**src/hw/rtl/bsd_ram.sv**
```systemverilog
// ----------------------------------------------------------------------------
// bsd_ram
// simple dual-port ram, one write and one read port, registered read data
// ----------------------------------------------------------------------------
`timescale 1ns / 1ps

module bsd_ram #(
  parameter int ADDR_W = 8,
  parameter int WORD_W = 16
) (
  input  logic              clk,
  input  logic              we,
  input  logic [ADDR_W-1:0] waddr,
  input  logic [WORD_W-1:0] wdata,
  input  logic              re,
  input  logic [ADDR_W-1:0] raddr,
  output logic [WORD_W-1:0] rdata
);

  logic [WORD_W-1:0] mem [2**ADDR_W];
  logic [WORD_W-1:0] rdata_r;

  always_ff @(posedge clk) begin
    if (we) begin
      mem[waddr] <= wdata;
    end
  end

  always_ff @(posedge clk) begin
    if (re) begin
      rdata_r <= mem[raddr];
    end
  end

  assign rdata = rdata_r;

endmodule

```
**config.mk**
```make
export PLATFORM = sky130hd
export DESIGN_NAME = bsd_ram
export DESIGN_NICKNAME = d
export VERILOG_FILES = /design/src/hw/rtl/bsd_ram.sv
export SDC_FILE = /design/constraint.sdc
export NUM_CORES = 2
export LEC_CHECK = 0
export ABC_AREA = 0
export BUFFER_PORTS_ARGS = -buffer_cell sky130_fd_sc_hd__buf_2
export CAP_MARGIN = 20
export CORE_MARGIN = 10
export CORE_UTILIZATION = 40
export DETAILED_ROUTE_END_ITERATION = 12
export PLACE_DENSITY = 0.64
export SYNTH_ARGS = -nofsm -noshare
export SYNTH_HDL_FRONTEND = slang
export SYNTH_SLANG_ARGS = --single-unit
```
**constraint.sdc**
```tcl
create_clock -name clk -period 3.35 [get_ports clk]
set_input_delay 0.5025 -clock clk [delete_from_list [all_inputs] [get_ports clk]]
set_output_delay 0.5025 -clock clk [all_outputs]
set_load 0.01 [all_outputs]
```
After elaboration in Yosys (flattened, before gate mapping)
Memories as Yosys holds them, arrays and structs flattened. A register that Yosys moved wholly into a read port is not among the register bits.
Cells that the tools add are included.
{"block": "totals", "ff_bits": 0, "mem_bits_rw": 4096, "inputBits": 35, "out_inout_bits": 16, "elab_cells": 3, "memories": 1}
{"block": "classes", "muxes": 2}
{"name": "mem", "words": 256, "width": 16, "read_ports": 1, "rd_clocked_by_memory_dff": 1, "wr": 1, "line": "20", "text": "logic [WORD_W-1:0] mem [2**ADDR_W];"}
{"operator": "$mux 1", "count": 2}

Depth between registers and ports, before layout
{"block": "depth", "word_depth": 2, "ltp_mapped": 12, "depth_no_buf": 6}

Worst setup path before layout
No wires, ideal clock.
{"block": "synth_timing", "kind": "input-to-reg", "startpoint": "input raddr[0]", "endpoint": "register rdata_r[4] (netlist: rdata[4]), read port of mem, data pin", "t_arrival_ps": 2486, "t_required_ps": 3085, "setup_slack_ps": 599, "cell_stages": 8, "path_cell_list": "buf_6 -> buf_6 -> buf_2 -> mux4_2 -> mux4_2 -> a22o_1 -> o32ai_2 -> nor4_2"}
{"item": "start, declared", "line": "16", "text": "input logic [ADDR_W-1:0] raddr,"}
{"item": "end, declared", "line": "21", "text": "logic [WORD_W-1:0] rdata_r;"}

==> out/metrics.cfg <==
[sta]
period_needed_ns = 2.84
rsz0062_at_grt = false
worst_slew_pin_slew_ns = 1.20
skew_ns = 0.0777
timing_hold_violations_final = 0
finalSetupViolCount = 0
fin_crit_sh = 0.848
maxSlewViolCount = 0
setup_ws_ns = 0.510
slew_headroom = 0.198
fmax_mhz = 352

[clock_tree]
clkSinkCount = 4112
cts_buffer_depth = 4
postCtsSetupBuffers = 0
cts_htree_levels = 5
cts_buffers = 393
clk_pin_slew_ns = 0.06
clock_latency_ns = 0.94
cts_tree = done
cts-root-buf = clkbuf_16

[finish]
utilization = 0.469
area_growth_pct = 16.7
num-nets-final = 8372
drive_gt1_frac = 0.292

[global_route]
antenna_found_initial = 20
grt_pass1_vias = 80800
overflow = 0
grt.total_usage = 0.193
grt_pass1_wl_um = 601000
grt_max_degree = 114

[synthesis]
synth.top_cell.area_share = 0.777
synth_area_leaders = edfxtp_1 (78%), mux4_2 (11%), mux2i_1 (3.6%)
synth_area_um2 = 159000
synth_nets = 7395
ys_async_sr_fraction = 0
yosys_warnings = 0
syn-mean-instance-area_um2 = 21.6
synth_xor_area_frac = 0
yosysTopAreaCell = edfxtp_1
synth_cell_types = 51
synthAdderAreaFrac = 0
ys_ff_latch = 4112
muxShareOfSynthArea = 0.155
yosys-top-cells-count = edfxtp_1 (4112), mux4_2 (797), mux2i_1 (565), nor2_1 (304), o221ai_1 (252)
yosysMostFrequentCell = edfxtp_1
synthCells = 7360
synth_top_family_by_area = multiplexers
synth_top_flop_cell = edfxtp_1
ys_seq_area_frac = 0.777
synth-simple-area-share = 0.0157
synth-compound-area-share = 0.0353
synth-edff-count = 4112

[power_and_ir_drop]
p_total_mw = 107
clkPwrFrac = 0.414
p_int_mw = 84.7
p_leak_nw = 59.6
pwr-share-seq = 0.530
switching_share = 0.210
comb_power_share = 0.055
vdd_ir_drop_max_mv = 0.486
switchingPower_mw = 22.5
cellPowerDensity_nw_per_um2 = 578

[routing]
drt_iter0_drc = 10200
drt_wl_total_um = 422000
via_count = 80800
wl_per_cell_um = 30.3
ant_nets = 0
via_per_inst = 5.81
route.detailed.drc = 0
dr.pass1.iters = 6

[critical_path]
path_cells = mux4_2 -> mux2_2 -> a22oi_1 -> nand2_1 -> o32ai_2 -> nor4_2
required_ns = 4.01
worstPathArrival_ns = 3.50
cp_slowest_cell = o32ai_2
r2r_slack_ns = 0.51
critPathKind = flip-flop to flip-flop
worstReg2RegStart = mem[2][4]
r2r-end = rdata[4]
path_max_fanout = 1
reg2reg_depth = 6
critical_path.max_stage_delay_ns = 0.70
crit_path_start_kind = flip-flop
crit_path_end_kind = flip-flop

[floorplan]
initial_core_util = 0.402
io_pins = 51
fp.dieH_um = 650
die_area_um2 = 423000
rows = 231
coreArea_um2 = 396000
die_x_um = 650

[placed_design]
port_buffers = 50
dp_slack_ns = -0.383
place_congestion = 0.875
hpwl_um = 265000

[min_path]
min_from = wdata[14]
hold_depth = 1
worstHoldEndpoint = mem[67][14]
hp-class = input pin to flip-flop

[status]
outcome = complete, no violations

[flow_run]
max_cap_violations = 0

==> stage by stage <==
step / std cells / hold WS, ns / setup TNS, ns / instance area (µm²)
2_1_floorplan: 7360 / 0.601 / 0 / 159000
3_3_place_gp: 13200 / 0.891 / -3.56 / 173000
3_5_place_dp: 13200 / 0.897 / -3.63 / 173000
4_1_cts: 13900 / 0.00863 / 0 / 185000
5_1_grt: 13900 / 0.0223 / 0 / 185000
6_report: 13900 / 0.0559 / 0 / 185000
==> state kept, by name, indices dropped and copies added (netlist names) <==
name,count
rdata,16
mem,4096
==> placed cells by master, fill, tap and decap left out, types with 4 or more instances in the layout <==
cell type	n
edfxtp_1	4112
buf_4	839
mux4_2	797
mux2i_1	565
clkbuf_16	400
nor2_1	270
o221ai_1	252
a21oi_1	175
o22ai_1	148
buf_12	142
clkinv_1	92
nor3_1	90
mux2_2	88
clkbuf_1	68
clkinv_2	64
bufinv_16	49
a22oi_1	43
nand2_1	38
o21ai_0	37
nor2_2	34
a22o_1	32
buf_2	29
a221oi_1	28
nand4_1	26
nand3_1	26
o32ai_1	19
a211oi_1	18
nor4_1	17
buf_8	17
o31ai_1	16
clkinvlp_4	15
diode_2	12
and3_1	11
nor2b_1	9
nand3_2	9
inv_6	7
a2111oi_0	6
a31oi_1	6
or2_2	4
clkinv_4	4
==> metal layers <==
layer / part of all wire / wire length (µm) / GRT usage
met1: 0.39 / 164000 / 0.260
met3: 0.088 / 37200 / 0.0370
met2: 0.48 / 202000 / 0.313
met4: 0.043 / 18000 / 0.0720
met5: 0.00011 / 46 / 0
==> power groups by stage <==
stage / clock (mW) / combinational, mW / sequential [mW]
after floorplan: 0 / 2.80 / 57.9
final: 44.4 / 5.92 / 56.8
after CTS: 45.0 / 5.92 / 56.8
after global routing: 47.0 / 6.18 / 56.8
after global placement: 0 / 5.80 / 57.9
after detailed placement: 0 / 5.91 / 57.9
==> how the worst max path moves through the flow <==
stage | from | to | depth (start not counted) | slack (ns)
after floorplan | raddr[0] | rdata[4] | 8 | 0.60
after global placement | raddr[0] | rdata[10] | 12 | -0.38
after detailed placement | raddr[0] | rdata[10] | 12 | -0.38
after CTS | mem[139][10] | rdata[10] | 9 | 0.48
after global routing | mem[130][7] | rdata[7] | 9 | 0.43
final | mem[2][4] | rdata[4] | 6 | 0.51
==> critical path: cells and delay by family (launching register included) <==
| family | cells | cell delay [ns] |
|---|---|---|
| compound gates | 2 | 1.08 |
| flops | 1 | 0.39 |
| simple gates | 2 | 0.35 |
| mux | 2 | 0.78 |
==> cells by family (layout without fill, tap and decap cells) <==
| group | after synthesis | in the layout |
|---|---|---|
| mux | 1450 | 1450 |
| other cells | 0 | 12 |
| flops | 4112 | 4112 |
| buf+inv | 456 | 1746 |
| compound gates | 786 | 786 |
| simple gates | 556 | 556 |
==> layout make-up <==
class / count / area (µm²)
antenna: 12 / 30.0
clock buffer: 468 / 10300
clock inverter: 240 / 2550
fill: 31900 / 210000
inverter: 4 / 27.5
multi-input combinational: 2792 / 32900
sequential: 4112 / 123000
tap: 5242 / 6560
timing repair buffer: 1034 / 9620
==> what timing repair did <==
item                                   in CTS  in global routing
endpoints found under the hold margin      66                  0
resized for setup                           0                  0
hold buffers                                3                  0
(Power assumes the default switching activity.)
