--- config.mk ---
export PLATFORM = sky130hd
export DESIGN_NAME = bsd_ctrl
export DESIGN_NICKNAME = d
export VERILOG_FILES = /design/src/hw/rtl/bsd_pkg.sv /design/src/hw/rtl/bsd_ctrl.sv
export SDC_FILE = /design/constraint.sdc
export NUM_CORES = 1
export LEC_CHECK = 0
export CAP_MARGIN = 30
export CORE_UTILIZATION = 53
export CTS_CLUSTER_SIZE = 14
export DETAILED_ROUTE_END_ITERATION = 10
export DONT_BUFFER_PORTS = 1
export MAX_ROUTING_LAYER = met4
export PLACE_DENSITY = 0.79
export SETUP_SLACK_MARGIN = 0.15
export SLEW_MARGIN = 15
export SYNTH_ARGS = -nofsm -noshare
export SYNTH_HDL_FRONTEND = slang
export SYNTH_SLANG_ARGS = --single-unit
--- constraint.sdc ---
create_clock -name clk -period 5.54 [get_ports clk]
set_input_delay 0 -clock clk [delete_from_list [all_inputs] [get_ports clk]]
set_output_delay 0 -clock clk [all_outputs]
set_load 0.05 [all_outputs]
--- src/hw/rtl/bsd_pkg.sv ---
// ----------------------------------------------------------------------------
// bsd_pkg
// shared constants, command and status codes, memory request type
// ----------------------------------------------------------------------------
`timescale 1ns / 1ps

package bsd_pkg;

  localparam int CAPACITY = 256;
  localparam int DATA_W   = 16;
  localparam int PTR_W    = $clog2(CAPACITY);
  localparam int CNT_W    = PTR_W + 1;

  typedef enum logic [3:0] {
    CMD_PUSH_FRONT = 4'd0,
    CMD_PUSH_BACK  = 4'd1,
    CMD_POP_FRONT  = 4'd2,
    CMD_POP_BACK   = 4'd3,
    CMD_INSERT_AT  = 4'd4,
    CMD_REMOVE_AT  = 4'd5,
    CMD_SEARCH     = 4'd6,
    CMD_REMOVE_VAL = 4'd7,
    CMD_CLEAR      = 4'd8
  } bsd_cmd_t;

  typedef enum logic [2:0] {
    ST_OK        = 3'd0,
    ST_EMPTY     = 3'd1,
    ST_FULL      = 3'd2,
    ST_BAD_INDEX = 3'd3,
    ST_NOT_FOUND = 3'd4
  } bsd_status_t;

  typedef struct packed {
    logic              we;
    logic [PTR_W-1:0]  waddr;
    logic [DATA_W-1:0] wdata;
    logic              re;
    logic [PTR_W-1:0]  raddr;
  } bsd_mem_req_t;

endpackage

--- src/hw/rtl/bsd_ctrl.sv ---
// ----------------------------------------------------------------------------
// bsd_ctrl
// command sequencer: pointers, count, shift and search walks over the ring
// ----------------------------------------------------------------------------
`timescale 1ns / 1ps

module bsd_ctrl
  import bsd_pkg::*;
(
  input  logic               clk,
  input  logic               rst_n,
  input  logic               start,
  output logic               busy,
  input  logic [3:0]         in_cmd,
  input  logic [DATA_W-1:0]  in_item_value,
  input  logic [CNT_W-1:0]   in_index,
  output logic               out_valid,
  output logic [2:0]         out_status,
  output logic [DATA_W-1:0]  out_value,
  output logic [PTR_W-1:0]   out_found_index,
  output logic [CNT_W-1:0]   out_count,
  output bsd_mem_req_t       mem_req,
  input  logic [DATA_W-1:0]  mem_rdata
);

  typedef enum logic [2:0] {
    S_IDLE,
    S_DECODE,
    S_POP,
    S_INSERT,
    S_REMOVE,
    S_SEARCH
  } state_t;

  state_t             state_r, state_nxt;
  bsd_cmd_t           cmd_r, cmd_nxt;
  logic [DATA_W-1:0]  val_r, val_nxt;
  logic [CNT_W-1:0]   idx_r, idx_nxt;
  logic [PTR_W-1:0]   head_r, head_nxt;
  logic [CNT_W-1:0]   count_r, count_nxt;
  logic [CNT_W-1:0]   rpos_r, rpos_nxt;
  logic [CNT_W-1:0]   wpos_r, wpos_nxt;
  logic [CNT_W-1:0]   rem_r, rem_nxt;
  logic               pend_r, pend_nxt;
  logic               first_r, first_nxt;
  logic [DATA_W-1:0]  oval_r, oval_nxt;
  logic [PTR_W-1:0]   found_r, found_nxt;
  logic               ovalid_r, ovalid_nxt;
  bsd_status_t        ostatus_r, ostatus_nxt;
  logic [DATA_W-1:0]  ovalue_r, ovalue_nxt;
  logic [PTR_W-1:0]   ofound_r, ofound_nxt;

  logic               done;
  bsd_status_t        res_status;
  logic [DATA_W-1:0]  res_value;
  logic [PTR_W-1:0]   res_found;
  logic               full;
  logic               hit;

  function automatic logic [PTR_W-1:0] slot(input logic [PTR_W-1:0] head,
                                            input logic [CNT_W-1:0] pos);
    return head + pos[PTR_W-1:0];
  endfunction

  assign full = (count_r == CNT_W'(CAPACITY));
  assign hit  = pend_r && (mem_rdata == val_r);

  always_comb begin
    state_nxt  = state_r;
    cmd_nxt    = cmd_r;
    val_nxt    = val_r;
    idx_nxt    = idx_r;
    head_nxt   = head_r;
    count_nxt  = count_r;
    rpos_nxt   = rpos_r;
    wpos_nxt   = wpos_r;
    rem_nxt    = rem_r;
    pend_nxt   = pend_r;
    first_nxt  = first_r;
    oval_nxt   = oval_r;
    found_nxt  = found_r;
    mem_req    = '0;
    done       = 1'b0;
    res_status = ST_OK;
    res_value  = '0;
    res_found  = '0;

    unique case (state_r)
      S_IDLE: begin
        if (start) begin
          cmd_nxt   = bsd_cmd_t'(in_cmd);
          val_nxt   = in_item_value;
          idx_nxt   = in_index;
          state_nxt = S_DECODE;
        end
      end

      S_DECODE: begin
        unique case (cmd_r)
          CMD_PUSH_FRONT: begin
            done = 1'b1;
            if (full) begin
              res_status = ST_FULL;
            end else begin
              head_nxt      = head_r - PTR_W'(1);
              mem_req.we    = 1'b1;
              mem_req.waddr = head_r - PTR_W'(1);
              mem_req.wdata = val_r;
              count_nxt     = count_r + CNT_W'(1);
            end
          end
          CMD_PUSH_BACK: begin
            done = 1'b1;
            if (full) begin
              res_status = ST_FULL;
            end else begin
              mem_req.we    = 1'b1;
              mem_req.waddr = slot(head_r, count_r);
              mem_req.wdata = val_r;
              count_nxt     = count_r + CNT_W'(1);
            end
          end
          CMD_POP_FRONT, CMD_POP_BACK: begin
            if (count_r == '0) begin
              done       = 1'b1;
              res_status = ST_EMPTY;
            end else begin
              mem_req.re    = 1'b1;
              mem_req.raddr = (cmd_r == CMD_POP_FRONT) ? head_r
                                                       : slot(head_r, count_r - CNT_W'(1));
              state_nxt     = S_POP;
            end
          end
          CMD_INSERT_AT: begin
            if (idx_r > count_r) begin
              done       = 1'b1;
              res_status = ST_BAD_INDEX;
            end else if (full) begin
              done       = 1'b1;
              res_status = ST_FULL;
            end else begin
              rem_nxt   = count_r - idx_r;
              rpos_nxt  = count_r - CNT_W'(1);
              pend_nxt  = 1'b0;
              state_nxt = S_INSERT;
            end
          end
          CMD_REMOVE_AT: begin
            if (idx_r >= count_r) begin
              done       = 1'b1;
              res_status = ST_BAD_INDEX;
            end else begin
              rem_nxt   = count_r - idx_r;
              rpos_nxt  = idx_r;
              pend_nxt  = 1'b0;
              state_nxt = S_REMOVE;
            end
          end
          CMD_SEARCH, CMD_REMOVE_VAL: begin
            if (count_r == '0) begin
              done       = 1'b1;
              res_status = ST_NOT_FOUND;
            end else begin
              rem_nxt   = count_r;
              rpos_nxt  = '0;
              pend_nxt  = 1'b0;
              state_nxt = S_SEARCH;
            end
          end
          CMD_CLEAR: begin
            done      = 1'b1;
            head_nxt  = '0;
            count_nxt = '0;
          end
          default: begin
            done = 1'b1;
          end
        endcase
      end

      S_POP: begin
        done      = 1'b1;
        res_value = mem_rdata;
        count_nxt = count_r - CNT_W'(1);
        if (cmd_r == CMD_POP_FRONT) begin
          head_nxt = head_r + PTR_W'(1);
        end
      end

      // walk from the back toward index, each word moves up one place
      S_INSERT: begin
        if (pend_r) begin
          mem_req.we    = 1'b1;
          mem_req.waddr = slot(head_r, wpos_r);
          mem_req.wdata = mem_rdata;
        end
        if (rem_r != '0) begin
          mem_req.re    = 1'b1;
          mem_req.raddr = slot(head_r, rpos_r);
          wpos_nxt      = rpos_r + CNT_W'(1);
          rpos_nxt      = rpos_r - CNT_W'(1);
          rem_nxt       = rem_r - CNT_W'(1);
          pend_nxt      = 1'b1;
        end else begin
          pend_nxt = 1'b0;
          if (!pend_r) begin
            mem_req.we    = 1'b1;
            mem_req.waddr = slot(head_r, idx_r);
            mem_req.wdata = val_r;
            count_nxt     = count_r + CNT_W'(1);
            done          = 1'b1;
          end
        end
      end

      // first word read is the removed one, the rest move down one place
      S_REMOVE: begin
        if (pend_r) begin
          if (first_r) begin
            oval_nxt = mem_rdata;
          end else begin
            mem_req.we    = 1'b1;
            mem_req.waddr = slot(head_r, wpos_r);
            mem_req.wdata = mem_rdata;
          end
        end
        if (rem_r != '0) begin
          mem_req.re    = 1'b1;
          mem_req.raddr = slot(head_r, rpos_r);
          wpos_nxt      = rpos_r - CNT_W'(1);
          first_nxt     = (rpos_r == idx_r);
          rpos_nxt      = rpos_r + CNT_W'(1);
          rem_nxt       = rem_r - CNT_W'(1);
          pend_nxt      = 1'b1;
        end else begin
          pend_nxt  = 1'b0;
          done      = 1'b1;
          count_nxt = count_r - CNT_W'(1);
          res_value = (pend_r && first_r) ? mem_rdata : oval_r;
          if (cmd_r == CMD_REMOVE_VAL) begin
            res_found = found_r;
          end
        end
      end

      S_SEARCH: begin
        if (hit) begin
          found_nxt = wpos_r[PTR_W-1:0];
          if (cmd_r == CMD_SEARCH) begin
            done      = 1'b1;
            res_found = wpos_r[PTR_W-1:0];
          end else begin
            idx_nxt   = wpos_r;
            rpos_nxt  = wpos_r;
            rem_nxt   = count_r - wpos_r;
            pend_nxt  = 1'b0;
            state_nxt = S_REMOVE;
          end
        end else if (rem_r != '0) begin
          mem_req.re    = 1'b1;
          mem_req.raddr = slot(head_r, rpos_r);
          wpos_nxt      = rpos_r;
          rpos_nxt      = rpos_r + CNT_W'(1);
          rem_nxt       = rem_r - CNT_W'(1);
          pend_nxt      = 1'b1;
        end else begin
          done       = 1'b1;
          res_status = ST_NOT_FOUND;
        end
      end

      default: begin
        state_nxt = S_IDLE;
      end
    endcase

    if (done) begin
      state_nxt = S_IDLE;
    end
    ovalid_nxt  = done;
    ostatus_nxt = done ? res_status : ostatus_r;
    ovalue_nxt  = done ? res_value : ovalue_r;
    ofound_nxt  = done ? res_found : ofound_r;
  end

  always_ff @(posedge clk) begin
    if (!rst_n) begin
      state_r  <= S_IDLE;
      head_r   <= '0;
      count_r  <= '0;
      pend_r   <= 1'b0;
      ovalid_r <= 1'b0;
    end else begin
      state_r  <= state_nxt;
      head_r   <= head_nxt;
      count_r  <= count_nxt;
      pend_r   <= pend_nxt;
      ovalid_r <= ovalid_nxt;
    end
    cmd_r     <= cmd_nxt;
    val_r     <= val_nxt;
    idx_r     <= idx_nxt;
    rpos_r    <= rpos_nxt;
    wpos_r    <= wpos_nxt;
    rem_r     <= rem_nxt;
    first_r   <= first_nxt;
    oval_r    <= oval_nxt;
    found_r   <= found_nxt;
    ostatus_r <= ostatus_nxt;
    ovalue_r  <= ovalue_nxt;
    ofound_r  <= ofound_nxt;
  end

  assign busy            = (state_r != S_IDLE);
  assign out_valid       = ovalid_r;
  assign out_status      = ostatus_r;
  assign out_value       = ovalue_r;
  assign out_found_index = ofound_r;
  assign out_count       = count_r;

endmodule

== Yosys cells after proc, flatten, opt, wreduce, memory -nomap -nowiden ==
Cells that the tools add are included.

* Output and inout bits: 72
* Flip-flop bits (word level): 130
* Input bits: 48
* Logic and storage cells: 206

* Equal/unequal tests: 40
* Multiplexer cells: 99
* Bitwise logic cells: 2
* $add $sub $neg: 14
* Reduce and logical (&&, ||, !) cells: 32
* $lt $le $gt $ge: 2

{| class="wikitable"
|+ Operators with widths
! kind !! number
|-
| $mux W9 || 28
|-
| $mux W25 || 7
|-
| $pmux W9 S3 || 5
|-
| $pmux W25 S3 || 1
|-
| $pmux W9 S4 || 2
|-
| $mux W8 || 7
|-
| $pmux W25 S2 || 1
|-
| $pmux W8 S2 || 3
|-
| $add A8 B8 Y8 || 5
|-
| $mux W3 || 12
|-
| $pmux W9 S2 || 2
|-
| $mux W16 || 2
|-
| $pmux W16 S2 || 1
|-
| $ne A3 B3 Y1 const B || 9
|-
| $sub A9 B1 Y9 const B || 3
|-
| $pmux W3 S4 || 2
|-
| $ne A2 B2 Y1 const B || 11
|-
| $add A9 B1 Y9 const B || 2
|-
| $mux W1 || 18
|-
| $sub A9 B9 Y9 || 2
|-
| $eq A16 B16 Y1 || 1
|-
| $eq A4 B3 Y1 const B || 4
|-
| $reduce_and A8 Y1 || 2
|-
| $pmux W3 S5 || 1
|-
| other kinds (39) || 58
|}

== Logic depth before layout (Yosys ltp) ==
Gate-level depths: netlist (run 1).

* Word-level depth: 6
* Depth in mapped cells: 13
* Mapped depth without buffers: 13

== Worst setup path before layout (run 1) ==
OpenSTA, ideal clock, no wires.

* Kind: register to output
* Start: reg count_r[1] (netlist: out_count[1])
* End: out mem_req[6] (netlist name)
* Stages on the path, launching flop included: 12
* Path buffers: 0
* Arrival time: 3.919 ns
* Path slack: 1.621 ns
* Required time: 5.540 ns
* Cell sequence: dfxtp_1 inv_1 ha_1 inv_1 fa_1 a21o_1 a21oi_1 o21bai_1 a21oi_1 xnor2_1 nor2_1 o32ai_1

{| class="wikitable"
|+ RTL lines
! element !! line !! source
|-
| from (decl) || bsd_ctrl.sv:40 || <nowiki>logic [CNT_W-1:0] count_r, count_nxt;</nowiki>
|-
| from (signal assigned) || bsd_ctrl.sv:296 || <nowiki>count_r <= count_nxt;</nowiki>
|-
| to (decl) || bsd_ctrl.sv:22 || <nowiki>output bsd_mem_req_t mem_req,</nowiki>
|}

==> metrics.md, run 1 <==
| Metric | Value |
|---|---|
| LEAKAGE | approximately 0.0043 uW |
| Hold Crit Class | in2reg |
| Post-synth EDFFs | roughly 110 |
| CP Capture Type | output port |
| Tcrit/Tclk final | 79.0% |
| Synthesized cell area | ~0.0097 mm2 |
| Routed Antenna Nets | 0 |
| Die Area | about 0.019 mm2 |
| Remaining global-route overflow | 0 |
| Die width | roughly 140 um |
| Cell count after placement | 1257 |
| Mapped Avg Cell Area | 9.20 um2 |
| Antenna violations before repair | 1 |
| Worst EP required | ~5.5 ns |
| Place WS | ~1.5 ns |
| Worst path bufs/invs | 2 |
| Initial Util | between 50% and 60% |
| First-pass GRT wire length | about 47000 um |
| Vias/cell | about 6.7 |
| Slowest stage delay, CP | about 0.63 ns |
| CTS H-tree depth | 4 |
| Final non-filler cell total | 1339 |
| Boundary Pins | between 100 and 150 |
| Critical path class | reg2out |
| Core area | between 0.015 and 0.02 mm2 |
| Hpwl dp | roughly 22000 um |
| Setup violation total in the final timing report | 0 |
| PnR worst setup slack | about 1.2 ns |
| Vias | between 8000 and 9000 |
| Total negative setup slack | 0 ns |
| Post-cts sizing count | 0 |
| I/O Buffers | 0 |
| Unrepaired setup endpoints after global routing | no |
| Syn-to-layout area delta | 15.0% |
| Fin crit period | ~4.4 ns |
| DRC Markers | 0 |
| Flops & latches, synth | 130 |
| Clock root buffer | clkbuf_16 |
| Drt total wl | roughly 32000 um |
| Util after Layout | 62.1% |
| Status | completed |
| Pins Over Slew Limit | 0 |
| Fmax | 0.228 GHz |
| Asr flop ratio synth | 0% |
| CP Launch Type | flop |
| Area occupied by multi-input gates | roughly 0.0056 mm2 |
| First-pass DRT Iterations | 6 |
| Number of buffers created by CTS | 17 |
| Yosys top cell by area | edfxtp_1 |
| Top delay family on crit path | simple AND/OR/NAND/NOR gates |
| Max-cap violations | 0 |
| CP Cell Sequence | inv_1 -> ha_1 -> nor3b_1 -> nand2_1 -> xnor2_1 -> ha_1 -> nor2_1 -> o211ai_1 -> o211ai_1 -> xnor2_1 -> nor3_1 -> a311oi_1 -> a31oi_1 -> buf_4 |
| Power per cell area | 478 mW/mm2 |
| Register area | 0.00368 mm2 |
| Final Net Count | ~1200 |
| DRT iter0 DRCs | around 940 |
| Max VDD drop | 364 uV |
| Fillcell total | 1480 |
| Clk sinks | 130 |
| Synth unique cells | 71 |
| Routed len/inst | approximately 24 um |
| Die H | about 140 um |
| CTS tree | built |
| Final Hold Vio Count | 0 |
| Clk slew on worst S/H paths | about 0.060 ns |
| Max-slew headroom | approximately a third |
| Pin count of the biggest net entering global routing | 25 |
| Placer Congestion | 0.987 |
| Syn nets | between 1000 and 1500 |
| Ys flop type | edfxtp_1 |
| Layout Skew | approximately 0.012 ns |
| Total power | 5330 uW |
| Largest cells by area after synthesis | edfxtp_1 (33%), ha_1 (7.7%), xnor2_1 (5.8%), dfxtp_1 (4.5%), xor2_1 (4.1%) |
| Worst-Margin Slew | approximately 1.0 ns |
| Row cnt | 49 |
| Top-area cell type share of the netlist area | 33.4% |
| CP max FO | 10 |
| Layout cells sized above 1 | roughly 7.3% |
| Number of global-route vias before repair | approximately 8400 |
| Crit path arrival time | about 4.4 ns |
| Worst-skew pair later-pin latency | roughly 0.44 ns |
| Total Routing Usage GR | roughly 35% |
| CP max-delay cell | nor3b_1 |
| Synthesis Warnings | 0 |
| CTS max path bufs | 2 |
| Post-synthesis cell count | ~1100 |
| Sequential area share after synthesis | between 30% and 40% |
==> state kept, by name, indices dropped and copies added (netlist names), 8 cells and up <==
register and flops:
val_r 16, rpos_r 9, oval_r 16, head_r 8
found_r 8, out_found_index 8, rem_r 9, idx_r 9
out_value 16, wpos_r 9, out_count 9
==> repair_timing <==
item,CTS,global route
setup buffers,0,0
endpoints found under the setup margin,0,0
hold buffers,46,0
hold endpoints to repair,66,0
==> layer usage <==
layer	up-vias	GRT usage (%)	wire, um	part of all wire (%)
met2	576	52.0	14500	46
met5	-	-	0	0
li1	4023	-	-	-
met1	4223	43.8	12400	39
met3	123	7.62	3270	10
met4	0	18.1	1440	4.6
==> cells in the mapped netlist, types with 22 or more instances <==
library cell / n
nor3_1: 31
nand2_1: 91
nor2_1: 91
inv_1: 51
dfxtp_1: 22
a22o_1: 35
xor2_1: 45
clkbuf_1: 49
a21oi_1: 66
edfxtp_1: 108
o21ai_0: 66
xnor2_1: 64
ha_1: 60
==> per-stage QoR <==
| step | hold slack (ns) | cell area (um2) |
|---|---|---|
| global route | 0.0488 | 11200 |
| floorplan | 0.0989 | 9710 |
| CTS | 0.00879 | 11100 |
| finish | 0.0417 | 11200 |
| global placement | 0.0989 | 9910 |
| detailed placement | 0.0989 | 10000 |
==> final cells by class <==
type / instances / area share [%]
Clock buffer: 17 / 3.81
Antenna cell: 1 / 0.0224
Inverter: 52 / 1.75
Timing Repair Buffer: 77 / 6.54
Clock inverter: 15 / 1.75
Multi-Input combinational cell: 818 / 50.5
Tap cell: 229 / 2.57
Sequential cell: 130 / 33.0
==> cell usage in the layout (no fill, tap or decap), types with 35 or more instances in the layout <==
master / synthesis / routed
xnor2_1: 64 / 64
nor2_1: 91 / 91
a21oi_1: 66 / 66
a22o_1: 35 / 35
ha_1: 60 / 60
edfxtp_1: 108 / 108
inv_1: 51 / 51
xor2_1: 45 / 45
dlygate4sd3_1: 0 / 46
nand2_1: 91 / 91
o21ai_0: 66 / 64
==> final timing paths <==
check | start | to | slack [ns] | cells after the start
worst min register to register | found_r[5]$_DFFE_PP_ | out_found_index[5]$_DFFE_PP_ | 0.53 | 2
worst min-delay path | rst_n | out_count[5]$_SDFFE_PN0P_ | 0.04 | 2
worst max-delay path | out_count[0]$_SDFFE_PN0P_ | mem_req[7] | 1.16 | 14
worst max register to register | out_count[0]$_SDFFE_PN0P_ | out_value[4]$_DFFE_PP_ | 1.46 | 9
==> logic make-up after synthesis <==
kind of cell / Yosys count / share of synthesized area (%)
compound gates: 317 / 22.3
xor+xnor: 109 / 9.84
fa+ha+maj: 67 / 9.18
buf+inv: 107 / 4.27
flops: 130 / 38.0
mux: 8 / 0.851
simple gates: 317 / 15.6
==> where the power goes <==
part / internal (uW) / leakage [uW] / switching, uW
Clock: 722 / 0.000304 / 480
Sequential: 1370 / 0.00118 / 606
Combinational: 804 / 0.00277 / 1350
No activity file was read; power rests on OpenSTA's default activity.
==> inputs of run 2 (changes only) <==
- clock period: 5.54 -> 4.2 ns (I/O delays scaled with it)
==> run 2 against run 1 <==
  * Final cell count up 1.0%
  * Sequential share of layout area about the same
  * First-iteration DRC count up 23%
  * Non-clock buffer count up 16
  * Via count up 1.2%
  * Critical path type unchanged
  * Largest cell class unchanged
==> metrics.md, run 2 (synthesized netlist as in run 1, its figures left out) <==
| Metric | Value |
|---|---|
| Slowest stage delay, CP | between 0.6 and 0.7 ns |
| Met3 Wirelength | ~3400 um |
| First-pass DRT Iterations | 8 |
| Die Area | roughly 0.019 mm2 |
| Unrepaired setup endpoints after global routing | no |
| Post-CTS Repair Setup Buffers | 0 |
| Antenna violations before repair | 0 |
| Status | completed |
| Number of buffers created by CTS | 17 |
| Syn-to-layout area delta | 15.1% |
| M1 wire length | 12500 um |
| Number of global-route vias before repair | 8586 |
| Ant diodes | 0 |
| Fillcell total | around 1500 |
| Worst EP required | roughly 4.2 ns |
| CP Launch Type | flop |
| Routed len/inst | around 24 um |
| Core area | roughly 0.018 mm2 |
| Top delay family on crit path | simple AND/OR/NAND/NOR gates |
| CP Capture Type | output port |
| Fin crit period | ~3.8 ns |
| Clk sinks | 130 |
| Placer Congestion | approximately 1 |
| Total power | between 6000 and 7000 uW |
| I/O Buffers | 0 |
| Final Net Count | 1227 |
| Final non-filler cell total | about 1400 |
| Clock root buffer | clkbuf_16 |
| Hold Crit Class | in2reg |
| Tcrit/Tclk final | between 90% and 100% |
| Drt total wl | 32100 um |
| Most frequent cells in the layout | edfxtp_1 (108), nand2_1 (91), nor2_1 (91) |
| Vias | roughly 9100 |
| CTS H-tree depth | 4 |
| Layout cells sized above 1 | slightly below 9% |
| Pin count of the biggest net entering global routing | 25 |
| CTS max path bufs | 2 |
| DRT iter0 DRCs | approximately 1200 |
| Routed wl met2 | approximately 14000 um |
| Vias/cell | about 6.7 |
| Power per cell area | around 610 mW/mm2 |
| Crit path arrival time | about 3.8 ns |
| Worst path bufs/invs | 2 |
| First-pass GRT wire length | between 40000 and 50000 um |
| Boundary Pins | 120 |
| Max VDD drop | 361 uV |
| Die H | ~140 um |
| Clk slew on worst S/H paths | approximately 0.06 ns |
| LEAKAGE | between 0.004 and 0.005 uW |
| CTS tree | built |
| CP max-delay cell | or4_4 |
| Cell count after placement | between 1000 and 1500 |
| Pins Over Slew Limit | 0 |
| Uppermost layer routed | met4 |
| Critical path class | reg2out |
| Worst R2R Setup Slack | approximately 0.90 ns |
| Most common cell after layout, fill and taps aside | edfxtp_1 |
| CP max FO | 19 |
| Initial Util | 54.0% |
| Total negative setup slack | 0 ns |
| Final Hold Vio Count | 0 |
| Total Routing Usage GR | 35.8% |
| Max-cap violations | 0 |
| Max-slew headroom | a little under 40% |
| Routed Antenna Nets | 0 |
| Fmax | 0.262 GHz |
| DRC Markers | 0 |
| Remaining global-route overflow | 0 |
| Hpwl dp | roughly 23000 um |
| Worst-Margin Slew | 0.896 ns |
| Die width | 137 um |
| Setup violation total in the final timing report | 0 |
| Layout Skew | around 0.008 ns |
| CP Cell Sequence | inv_1 -> ha_1 -> or4b_4 -> or4_4 -> nor3_2 -> inv_1 -> nand2_1 -> a22o_1 |
| Row cnt | between 40 and 50 |
| Worst-skew pair later-pin latency | about 0.43 ns |
| Most frequent CP cell | inv_1 |
## run 2: final timing paths
| kind | startpoint | end | cells after the start |
|---|---|---|---|
| worst max-delay path | rem_r[0]$_DFFE_PP_ | mem_req[18] | 8 |
| worst min-delay path | rst_n | head_r[3]$_SDFFE_PN0P_ | 2 |
| worst max register to register | idx_r[6]$_DFFE_PP_ | rpos_r[4]$_DFFE_PP_ | 10 |
| worst min register to register | oval_r[13]$_DFFE_PP_ | out_value[13]$_DFFE_PP_ | 1 |
## run 2: through the flow
stage               worst slack, ns  cell area, um2  hold WS, ns  util, %
floorplan                     0.281            9710       0.0989        -
CTS                           0.243           11200       0.0280     62.1
finish                        0.385           11200       0.0630     62.2
global route                  0.224           11200       0.0680     62.2
detailed placement            0.709           10200       0.0989     56.6
global placement              0.820           10100       0.0989     56.5
## run 2: power breakdown
group	internal, uW	leakage, uW	switching (uW)
clock	762	0.000253	630
sequential	1810	0.00118	729
combinational	1080	0.00285	1840
## run 2: final cells by class
class	count	area, um2	area share [%]
multi-input combinational	818	5650	50.6
sequential	130	3680	33.0
tap	229	287	2.56
clock buffer	18	429	3.84
inverter	52	195	1.75
timing repair buffer	93	817	7.31
clock inverter	13	106	0.952
## run 2: what timing repair did
item / in CTS / in global routing
hold buffers: 46 / 0
resized for setup: 0 / 4
setup endpoints to repair: 0 / 17
hold endpoints to repair: 66 / 0
## run 2: metal layers
metal  track usage (%)  vias to the layer above
met5                 -                        -
met4              19.4                        0
met3              8.02                      143
met2              53.5                      612
met1              45.0                     4243
li1                  -                     4054
==> inputs of run 3 (changes only) <==
- CORE_MARGIN: default -> 3
- CORE_UTILIZATION: 53 -> 65
- PLACE_DENSITY: 0.79 -> 0.86
==> run 3 against run 2 <==
  * Die area decreased by 13%
  * Via count increased by 5.0%
  * Non-clock buffer count shrank 5
  * Global-route usage up 5.2 points
  * Sequential power about the same
  * Clock skew is 0.0050 ns higher
  * Sequential share of layout area grew 0.063 points
  * Final cell count shrank 3.6%
  * Critical path depth is the same
==> metrics.md, run 3 (synthesized netlist as in run 1, its figures left out) <==
| Metric | Value |
|---|---|
| Post-CTS Repair Setup Buffers | 0 |
| CP max-delay cell | or4_4 |
| Final non-filler cell total | between 1000 and 1500 |
| Die width | ~130 um |
| Critical path class | reg2out |
| CP Launch Type | flop |
| Final Net Count | between 1000 and 1500 |
| Number of buffers created by CTS | 17 |
| Layout cells sized above 1 | 9.73% |
| CTS H-tree depth | 4 |
| Clk sinks | between 100 and 150 |
| Remaining global-route overflow | 0 |
| I/O Buffers | 0 |
| Pin count of the biggest net entering global routing | 30 |
| Slowest stage delay, CP | approximately 0.67 ns |
| CTS tree | built |
| Total Routing Usage GR | between 40% and 50% |
| Vias/cell | 7.29 |
| Tcrit/Tclk final | a little over nine tenths |
| CP Cell Sequence | inv_1 -> ha_1 -> or4b_4 -> or4_4 -> nor3_1 -> inv_1 -> nand2_1 -> a22o_2 |
| Max-cap violations | 0 |
| Power per cell area | 635 mW/mm2 |
| Drt total wl | roughly 34000 um |
| Placer Congestion | 1.07 |
| Worst-Margin Slew | between 0.9 and 1 ns |
| Cell count after placement | ~1200 |
| Antenna violations before repair | 0 |
| Die H | 128 um |
| DRT iter0 DRCs | approximately 1400 |
| Clk slew on worst S/H paths | ~0.070 ns |
| Total power | roughly 7100 uW |
| CP Capture Type | output port |
| Post-DP Area | between 0.01 and 0.015 mm2 |
| Fillcell total | 980 |
| Worst EP required | around 4.2 ns |
| Initial Util | approximately two thirds |
| First-pass DRT Iterations | 6 |
| Critical R2R Capture | rpos_r[3]$_DFFE_PP_ |
| Number of global-route vias before repair | 8627 |
| First-pass GRT wire length | slightly below 50000 um |
| Hold wc startpoint | start |
| LEAKAGE | 0.00430 uW |
| CTS max path bufs | 2 |
| CP max FO | 19 |
| R2r worst-path depth | 8 |
| Worst R2R Setup Slack | about 0.80 ns |
| Clock root buffer | clkbuf_16 |
| Routed Antenna Nets | 0 |
| Core area | around 0.015 mm2 |
| Most common cell after layout, fill and taps aside | edfxtp_1 |
| Layout Skew | between 0.01 and 0.015 ns |
| Die Area | approximately 0.016 mm2 |
| Unrepaired setup endpoints after global routing | no |
| DRC Markers | 0 |
| Final non-filler cell area | approximately 0.011 mm2 |
| Pins Over Slew Limit | 0 |
| Worst-skew pair later-pin latency | approximately 0.43 ns |
| WHS Path Cells | 2 |
| Final Hold Vio Count | 0 |
| Ant diodes | 0 |
| Setup violation total in the final timing report | 0 |
| Min-Delay Endpoint | val_r[4]$_DFFE_PP_ |
| Status | completed |
| Syn-to-layout area delta | 14.9% |
| Reg-to-Reg Start | val_r[14]$_DFFE_PP_ |
| Hold Crit Class | in2reg |
| Most frequent cells in the layout | edfxtp_1 (108), nand2_1 (91), nor2_1 (91) |
| Vias | between 9000 and 10000 |
| Total negative setup slack | 0 ns |
| Fin crit period | about 4.0 ns |
| Max-slew headroom | 33.6% |
| Most frequent CP cell | inv_1 |
| Row cnt | 44 |
| Routed len/inst | around 26 um |
| Boundary Pins | 120 |
| Fmax | between 0.2 and 0.3 GHz |
| Max VDD drop | about 370 uV |
| Crit path arrival time | ~4.0 ns |
| Hpwl dp | 22600 um |
-- run 3: changes by cell type in the layout (fill, tap and decap cells not counted), sizes merged --
cell / delta
clkinvlp: -1
inv: +2
clkbuf: +1
clkinv: -2
buf: -6
bufinv: +2
-- run 3: critical path, delay by kind of cell (launching register included) --
kind,cells,cell delay [ns]
AOI/OAI and AO/OA,1,0.42
buffers and inverters,2,0.36
DFF,1,0.43
adders and majority gates,1,0.18
and+or+nand+nor,4,2.14
-- run 3: where the power goes --
group | leakage, uW | switching, uW | internal [uW]
Sequential | 0.00118 | 755 | 1810
Clock | 0.000284 | 677 | 897
Combinational | 0.00283 | 1870 | 1070
Total | 0.00430 | 3300 | 3770
-- run 3: cell type report --
cell class / count / area, um2 / share of cell area [%]
Tap cell: 184 / 230 / 2.06
Inverter: 52 / 195 / 1.75
Multi-Input combinational cell: 818 / 5670 / 50.8
Clock buffer: 18 / 429 / 3.85
Clock inverter: 14 / 169 / 1.51
Sequential cell: 130 / 3680 / 33.0
Timing Repair Buffer: 88 / 777 / 6.97
-- run 3: how the worst max path moves through the flow --
stage | slack (ns) | endpoint | from
CTS | 0.27 | mem_req[10] | rem_r[0]$_DFFE_PP_
global placement | 0.86 | mem_req[15] | rem_r[0]$_DFFE_PP_
finish | 0.23 | mem_req[15] | rem_r[0]$_DFFE_PP_
global route | 0.17 | mem_req[15] | rem_r[0]$_DFFE_PP_
floorplan | 0.28 | mem_req[6] | out_count[1]$_SDFFE_PN0P_
detailed placement | 0.78 | mem_req[10] | rem_r[0]$_DFFE_PP_
-- run 3: what timing repair did --
action,in CTS,in global routing
hold endpoints to repair,70,0
gates resized for setup,0,17
setup endpoints to repair,0,17
hold buffers,46,0
-- run 3: through the flow --
step | setup WS [ns] | hold WS [ns] | util (%)
after floorplan | 0.281 | 0.0989 | -
after global placement | 0.864 | 0.0989 | 68.8
after detailed placement | 0.784 | 0.0989 | 69.0
after CTS | 0.269 | 0.115 | 76.2
after global routing | 0.173 | 0.140 | 76.4
final | 0.230 | 0.130 | 76.4
-- run 3: layer usage --
metal | vias up | part of all wire (%) | global-route usage, %
li1 | 4058 | - | -
met1 | 4386 | 36 | 52.4
met2 | 836 | 44 | 60.3
met3 | 226 | 13 | 9.63
met4 | 0 | 6.9 | 22.6
met5 | - | 0 | -
